<file path="src/rtl/ptq_ram.sv">
// generic single write port ram with registered read
// no dependencies
`default_nettype none

module ptq_ram #(
  parameter int WIDTH = 8,
  parameter int DEPTH = 16
) (
  input  wire logic                     clk,
  input  wire logic                     we,
  input  wire logic [$clog2(DEPTH)-1:0] waddr,
  input  wire logic [WIDTH-1:0]         wdata,
  input  wire logic [$clog2(DEPTH)-1:0] raddr,
  output logic      [WIDTH-1:0]         rdata
);

  logic [WIDTH-1:0] mem [DEPTH];

  always_ff @(posedge clk) begin
    if (we) begin
      mem[waddr] <= wdata;
    end
    rdata <= mem[raddr];
  end

endmodule

`default_nettype wire

</file>
<file path="config.mk">
export PLATFORM = sky130hd
export DESIGN_NAME = ptq_ram
export DESIGN_NICKNAME = d
export VERILOG_FILES = /design/src/rtl/ptq_ram.sv
export SDC_FILE = /design/constraint.sdc
export NUM_CORES = 1
export LEC_CHECK = 0
export BUFFER_PORTS_ARGS = -buffer_cell sky130_fd_sc_hd__clkbuf_2
export CELL_PAD_IN_SITES_DETAIL_PLACEMENT = 1
export CELL_PAD_IN_SITES_GLOBAL_PLACEMENT = 1
export CORE_MARGIN = 2
export CORE_UTILIZATION = 57
export CTS_CLUSTER_DIAMETER = 100
export DETAILED_ROUTE_END_ITERATION = 12
export GPL_ROUTABILITY_DRIVEN = 0
export PLACE_DENSITY_LB_ADDON = 0.3
export SKIP_CTS_REPAIR_TIMING = 1
export SLEW_MARGIN = 30
export SYNTH_ARGS = -nofsm -noshare
export SYNTH_HDL_FRONTEND = slang
export SYNTH_SLANG_ARGS = --single-unit
</file>
<file path="constraint.sdc">
create_clock -name clk -period 4 [get_ports clk]
set_input_delay 0.8 -clock clk [delete_from_list [all_inputs] [get_ports clk]]
set_output_delay 0.8 -clock clk [all_outputs]
set_load 0.005 [all_outputs]
</file>
---- Yosys cells after proc, flatten, opt, wreduce, memory -nomap -nowiden ----
Memory sizes are Yosys's and may differ from the RTL's. A register that Yosys moved wholly into a read port is not among the register bits.
Cells that the tools add are included.
storage, ports and cells
  register bits ........................... 0
  memory bits (writable) .................. 128
  bits of input ports ..................... 18
  output and inout bits ................... 8
  logic and storage cells ................. 3
  memories ................................ 1
operators by class
  multiplexer cells ....................... 2
memory list
  memory  depth  width  read ports  clocked after Yosys merged registers in  write ports  line  source
  mem     16     8      1           1                                        1            17    logic [WIDTH-1:0] mem [DEPTH];
operators by type and width
  operator           number
  two-way mux 1 bit  2

---- Depth between registers and ports, before layout ----
Gate-level depths: netlist of run 1.
  word-level depth ........................ 2
  depth in mapped cells ................... 5

---- Worst setup path before layout of run 1 ----
OpenSTA, ideal clock, no wires.
  kind .................................... input -> register
  from .................................... in waddr[2]
  to ...................................... mem mem[0][0] (enable)
  data arrival time ....................... 1.910 ns
  setup slack ............................. 1.707 ns
  cell stages on the path ................. 2
  path buffers ............................ 0
  path through ............................ or3b_2 > nor3_1
RTL lines
  element          line  source
  start, declared  11    input wire logic [$clog2(DEPTH)-1:0] waddr,
  end, declared    17
Straight into the memory's write port.

==> summary.md, run 1 <==
| Metric | Value |
|---|---|
| Reg clk slew, reported paths | `around 0.060 ns` |
| Syn_nets | `roughly 250` |
| Critical setup path kind | `primary input to register` |
| Yosys reg bits | `between 100 and 150` |
| 1st-iter DRT viols | `173` |
| Ant. Diodes | `0` |
| Post-placement cell count | `between 300 and 400` |
| Layout Nets | `285` |
| Gate count of the mapped netlist | `229` |
| Antenna Nets Post-Route | `0` |
| Fin crit period | `around 2.2 ns` |
| Slew headroom | `between 30% and 40%` |
| Largest net degree at the start of global routing | `33` |
| Max Transition Viols Final | `0` |
| CTS H-tree depth | `4` |
| Root Buffer | `clkbuf_8` |
| Fin cells | `about 390` |
| MaxCap Viol Count | `0` |
| RSZ-0062 raised after global routing | `false` |
| CP max FO | `17` |
| Mapped Avg Cell Area | `approximately 22 um2` |
| # clock sinks | `approximately 140` |
| Gr usage total | `between 20% and 30%` |
| IO Pins | `26` |
| Hold path startpoint | `mem[14][0]` |
| CTS max path bufs | `2` |
| Via count | `approximately 2500` |
| Seq/Total Area, Yosys | `approximately 78%` |
| Die height | `slightly below 100 um` |
| Fmax | `~450 MHz` |
| Final setup violation count | `0` |
| Leak Pwr | `between 2 and 2.5 nW` |
| Fill cell count | `just under 700` |
| Grt ovf | `0` |
| CP arrival | `~2.6 ns` |
| Core ar. | `8720 um2` |
| First-pass GRT wire length | `between 15000 and 20000 um` |
| Worst-Margin Slew | `approximately 1 ns` |
| Crit start category | `primary input` |
| Final worst setup slack | `roughly 1.8 ns` |
| DRT Wirelength | `roughly 11000 um` |
| Hold Violations, Final | `0` |
| WHS Endpoint | `rdata[0]` |
| CTS tree | `done` |
| Synth warn | `0` |
| DIE WIDTH | `around 99 um` |
| Pre-CTS setup slack | `~1.3 ns` |
| Worst setup path startpoint | `raddr[0]` |
| Count of cell types in the netlist | `19` |
| Synth area leader | `edfxtp_1` |
| Crit Reg-Reg Endpoint | `rdata[4]` |
| Yosys top cell area share | `about three quarters` |
| Avg WL per Cell | `just under 30 um` |
| Die area | `between 9000 and 10000 um2` |
| Fin crit share | `a little under three fifths` |
| VDD IR-drop max | `0.348 mV` |
| Layout area overhead | `16.5%` |
| FF-to-FF setup slack | `2.48 ns` |
| Vias in the first global route | `~2700` |
| Status | `finished, final reports clean` |
| Initial Util | `between 50% and 60%` |
| Post-DP HPWL | `between 6000 and 7000 um` |
| Pwr dens | `~560 nW/um2` |
| Element type at the critical path end | `register` |
| Worst-Skew Late Latency | `roughly 0.51 ns` |
| Reg-to-Reg Start | `mem[9][4]` |
| R2R cell count | `3` |
| Via-to-Cell Ratio | `roughly 6.4` |
| Hold Path Cell Cnt | `3` |
| Fin Clk Skew | `roughly 0.012 ns` |
| Min-delay worst type | `register to register` |
| # port buffers | `25` |
| CTS buffer count | `17` |
| DRC viols | `0` |
| CP Data Required Time | `4.38 ns` |
| Largest cells by area after synthesis | `edfxtp_1, mux4_2, mux4_1, dfxtp_1, a22oi_1` |
| Mapped cell area | `~5100 um2` |
| 1st-pass router iterations | `4` |
| Total power | `0.00335 W` |
| Share of layout cells above drive strength 1 | `a little under a third` |
| Initial antenna violation count | `0` |
| Row count | `34` |
| Setup TNS | `0 ns` |
placed cells by master, fill, tap and decap left out, types with 2 or more instances in the layout:
cell,instances
nor2_1,7
nand3b_1,2
nand2_1,9
nand2b_1,2
edfxtp_1,128
clkbuf_16,16
clkinv_4,3
inv_6,3
buf_4,3
clkinvlp_4,3
mux4_1,14
clkbuf_8,3
a22oi_1,16
nor3_1,3
clkbuf_2,25
nor2_2,6
bufinv_16,3
mux4_2,18
dfxtp_1,8
logic make-up after synthesis:
group           Yosys count  share of synthesized area (%)
flops                   136                           77.8
buf+inv                  10                           1.68
compound gates           16                           2.33
mux                      32                           15.0
simple gates             35                           3.18
routing by layer:
| layer | track usage [%] | up-vias | part of all wire (%) |
|---|---|---|---|
| met5 | 0 | - | 0 |
| met4 | 11.9 | 0 | 2.6 |
| met3 | 5.89 | 19 | 5.6 |
| met2 | 36.4 | 116 | 49 |
| met1 | 36.8 | 1310 | 43 |
| li1 | - | 1051 | - |
worst max-delay path, cell delays in order:
cell      delay, ns
clkbuf_2       0.48
buf_12         0.27
mux4_1         0.62
a22oi_1        0.33
nand2_1        0.11
state kept, by name, indices dropped and copies added (netlist names):
| signal | flops |
|---|---|
| mem | 128 |
| rdata | 8 |
power by group:
group / switching [W] / internal [W]
combinational: 0.0000859 / 0.0000593
clock: 0.000602 / 0.000992
sequential: 0.0000129 / 0.00159
total: 0.000701 / 0.00264
how the worst max path moves through the flow:
stage	endpoint	slack (ns)	cells after the start
finish	rdata[4]	1.75	5
global route	rdata[4]	1.69	5
CTS	rdata[4]	1.75	5
detailed placement	rdata[4]	1.28	5
global placement	rdata[4]	1.33	5
floorplan	mem[0][0]	1.71	2
synth_stat cells:
cell	instances
a22oi_1	16
and2_1	1
mux4_1	14
mux4_2	18
dfxtp_1	8
buf_4	1
nand2_1	9
nor2b_1	1
or3b_2	1
nor3_1	4
nand2b_1	2
and2b_1	1
nand3b_1	2
nor2_1	13
buf_2	3
nand3_1	1
edfxtp_1	128
buf_6	3
clkdlybuf4s25_2	3
through the flow:
stage                     instance area [um2]  hold WS (ns)  util [%]
after global placement                   5370         0.647      61.6
after CTS                                5980         0.678      68.6
after detailed placement                 5370         0.661      61.6
after floorplan                          5150         0.629         -
after global routing                     5990         0.712      68.7
final                                    5990         0.671      68.7
area by class of cell:
| class | instances | area (um2) | share of cell area (%) |
|---|---|---|---|
| Tap cell | 108 | 135 | 2.25 |
| Sequential cell | 136 | 4000 | 66.8 |
| Clock buffer | 20 | 445 | 7.43 |
| Multi-Input combinational cell | 83 | 1080 | 18.0 |
| Clock inverter | 12 | 165 | 2.76 |
| Timing Repair Buffer | 29 | 168 | 2.80 |
No activity file was read; power rests on OpenSTA's default activity.
==> run 2: changes to the inputs <==
--- a/config.mk
+++ b/config.mk
@@ -5,11 +5,12 @@
 export SDC_FILE = /design/constraint.sdc
 export NUM_CORES = 1
 export LEC_CHECK = 0
+export ABC_AREA = 1
 export BUFFER_PORTS_ARGS = -buffer_cell sky130_fd_sc_hd__clkbuf_2
 export CELL_PAD_IN_SITES_DETAIL_PLACEMENT = 1
 export CELL_PAD_IN_SITES_GLOBAL_PLACEMENT = 1
 export CORE_MARGIN = 2
-export CORE_UTILIZATION = 57
+export CORE_UTILIZATION = 49
 export CTS_CLUSTER_DIAMETER = 100
 export DETAILED_ROUTE_END_ITERATION = 12
 export GPL_ROUTABILITY_DRIVEN = 0
==> constraint.sdc (replaced) <==
create_clock -name clk -period 2.11 [get_ports clk]
set_input_delay 0.422 -clock clk [delete_from_list [all_inputs] [get_ports clk]]
set_output_delay 0.422 -clock clk [all_outputs]
set_load 0.005 [all_outputs]
==> run 2 against run 1 <==
  * Final area increased by 12%
  * Core utilization decreased by 10 points
  * Clock-buffer cell count up 5
  * Setup slack worse by 1.0 ns
  * First-iteration DRC count rose by 75%
  * Clock skew fell by 0.0022 ns
  * Final cell count rose by 93%
  * Non-clock buffer count up 19
  * Die area increased by 29%
  * Sequential power increased by 89%
  * Total power up 91%
  * Critical path type unchanged
  * Critical endpoint is now rdata[7]
==> summary.md, run 2 <==
| Metric | Value |
|---|---|
| Worst-Skew Late Latency | `roughly 0.43 ns` |
| Reg clk slew, reported paths | `around 0.060 ns` |
| Post-synth EDFFs | `~130` |
| Post-DP HPWL | `9510 um` |
| Core ar. | `11500 um2` |
| Area after DPL | `approximately 6100 um2` |
| Initial antenna violation count | `0` |
| Synth warn | `0` |
| Share of layout cells above drive strength 1 | `between 10% and 20%` |
| Fin crit share | `between 60% and 70%` |
| 1st-pass router iterations | `5` |
| Crit path largest cell delay | `0.46 ns` |
| # port buffers | `25` |
| First-pass GRT wire length | `approximately 24000 um` |
| Total power | `~0.0064 W` |
| CP arrival | `1.70 ns` |
| Element type at the critical path end | `register` |
| Pwr dens | `around 950 nW/um2` |
| CTS max path bufs | `2` |
| Min-delay worst type | `primary input to register` |
| Vias in the first global route | `approximately 4400` |
| Critical-path top delay cell | `buf_4` |
| Async S/R FF share, synth | `0%` |
| Top reg by flops | `mem` |
| Biggest regs | `mem: 128 flops, rdata: 8 flops` |
| Fmax | `between 700 and 800 MHz` |
| Ys flop type | `edfxtp_1` |
| Design area | `6690 um2` |
| Syn_nets | `between 500 and 600` |
| Register area | `4000 um2` |
| 1st-iter DRT viols | `~300` |
| Multi-input combinational cell area | `about 1200 um2` |
| Most frequent CP cell | `nand3_1` |
| Yosys top cell area share | `between 60% and 70%` |
| Critical path, cell by cell | `clkbuf_2 -> buf_4 -> nand2_1 -> nand3_1 -> nand3_1 -> nand3_1 -> nand2_1` |
| CTS buffer count | `17` |
| Layout Nets | `~600` |
| Die area | `12700 um2` |
| Mapped Avg Cell Area | `between 10 and 15 um2` |
| CP max FO | `between 50 and 60` |
| DIE WIDTH | `approximately 110 um` |
| Most numerous cell types in the synthesized netlist | `nand2_1, edfxtp_1, inv_1` |
| Layout area overhead | `15.9%` |
| Setup TNS | `0 ns` |
| MaxCap Viol Count | `0` |
| Slew headroom | `a little under three fifths` |
| Worst-Margin Slew | `0.649 ns` |
| Seq/Total Area, Yosys | `between 60 and 70%` |
| CTS H-tree depth | `4` |
| Avg WL per Cell | `20.5 um` |
| Root Buffer | `clkbuf_16` |
| Die height | `112 um` |
| Crit start category | `primary input` |
| Grt ovf | `0` |
| Count of cell types in the netlist | `12` |
| Fill cell count | `about 1200` |
| Via count | `approximately 4100` |
| Fin Clk Skew | `0.00967 ns` |
| Status | `finished, final reports clean` |
| DRC viols | `0` |
| # clock sinks | `roughly 140` |
| CP Data Required Time | `roughly 2.4 ns` |
| Final setup violation count | `0` |
| Pre-CTS setup slack | `~0.34 ns` |
| Ant. Diodes | `0` |
| CTS tree | `done` |
| Antenna Nets Post-Route | `0` |
| Leak Pwr | `roughly 2.9 nW` |
| Critical setup path kind | `primary input to register` |
| Commonest non-fill, non-tap cell in the layout | `nand2_1` |
| Largest cells by area after synthesis | `edfxtp_1, nand2_1, nand3_1, inv_1, dfxtp_1` |
| VDD IR-drop max | `about 0.60 mV` |
| Synth area leader | `edfxtp_1` |
| Largest net degree at the start of global routing | `53` |
| Leading cell types in the layout, fill and taps excluded | `nand2_1, edfxtp_1, inv_1, nand3_1, clkbuf_2` |
| Final worst setup slack | `0.722 ns` |
| IO Pins | `26` |
| Row count | `39` |
| Post-Route Utilization | `between 50% and 60%` |
| Gate count of the mapped netlist | `approximately 550` |
| DRT Wirelength | `roughly 15000 um` |
| Initial Util | `approximately half` |
| Via-to-Cell Ratio | `5.45` |
| Yosys reg bits | `about 140` |
| Fin crit period | `between 1 and 1.5 ns` |
| Mapped cell area | `5770 um2` |
| Gr usage total | `between 20% and 30%` |
| Max Transition Viols Final | `0` |
| Most frequent cell after synthesis | `nand2_1` |
| RSZ-0062 raised after global routing | `false` |
| Max reg flops | `between 100 and 150` |
| Hold Violations, Final | `0` |
## run 2: cell types whose count changed after synthesis, moves of 4 or more
cell     change
nand2_1    +164
inv_1      +100
nand3_1     +96
mux4_2      -18
a22oi_1     -16
mux4_1      -14
buf_2       +10
nor2_1       +4
nor3_1       -4
## run 2: kinds of logic (layout without fill, tap and decap cells)
kind of cell	count (synthesis)	count (layout)	share of synthesized area [%]
simple gates	289	289	21.0
flops	136	136	69.4
buf+inv	126	182	9.52
## run 2: worst paths after layout
check | startpoint | end | slack [ns] | cells after the start
min | wdata[2] | mem[2][2] | 0.45 | 1
min reg2reg | mem[14][4] | rdata[4] | 0.68 | 6
max | raddr[0] | rdata[7] | 0.72 | 7
max reg2reg | mem[1][7] | rdata[7] | 1.00 | 6
## run 2: routing by layer
layer | vias to the layer above | global-route usage, % | routed length [um]
li1 | 1862 | - | -
met1 | 2068 | 31.8 | 6410
met2 | 129 | 43.5 | 7900
met3 | 32 | 6.91 | 694
met4 | 0 | 10.4 | 346
met5 | - | 0 | 0
## run 2: metrics by stage
step / std cells / hold WS [ns]
CTS: 750 / 0.434
global placement: 718 / 0.642
finish: 750 / 0.449
global route: 750 / 0.449
floorplan: 551 / 0.521
detailed placement: 718 / 0.672
## run 2: where the power goes
part	leakage [nW]	internal (W)	switching [W]
clock	0.291	0.00189	0.00107
sequential	1.22	0.00302	0.0000193
combinational	1.42	0.000108	0.000275
total	2.94	0.00502	0.00136
## run 2: critical path: cells and delay by family
family / cells / cell delay, ns
buf+inv: 2 / 0.57
simple gates: 5 / 0.67
## run 2: layout make-up
cell class | count | share of cell area [%]
clock buffer | 25 | 7.56
clock inverter | 7 | 1.35
sequential | 136 | 59.9
inverter | 102 | 5.73
tap | 143 | 2.68
multi-input combinational | 289 | 18.2
timing repair buffer | 48 | 4.64
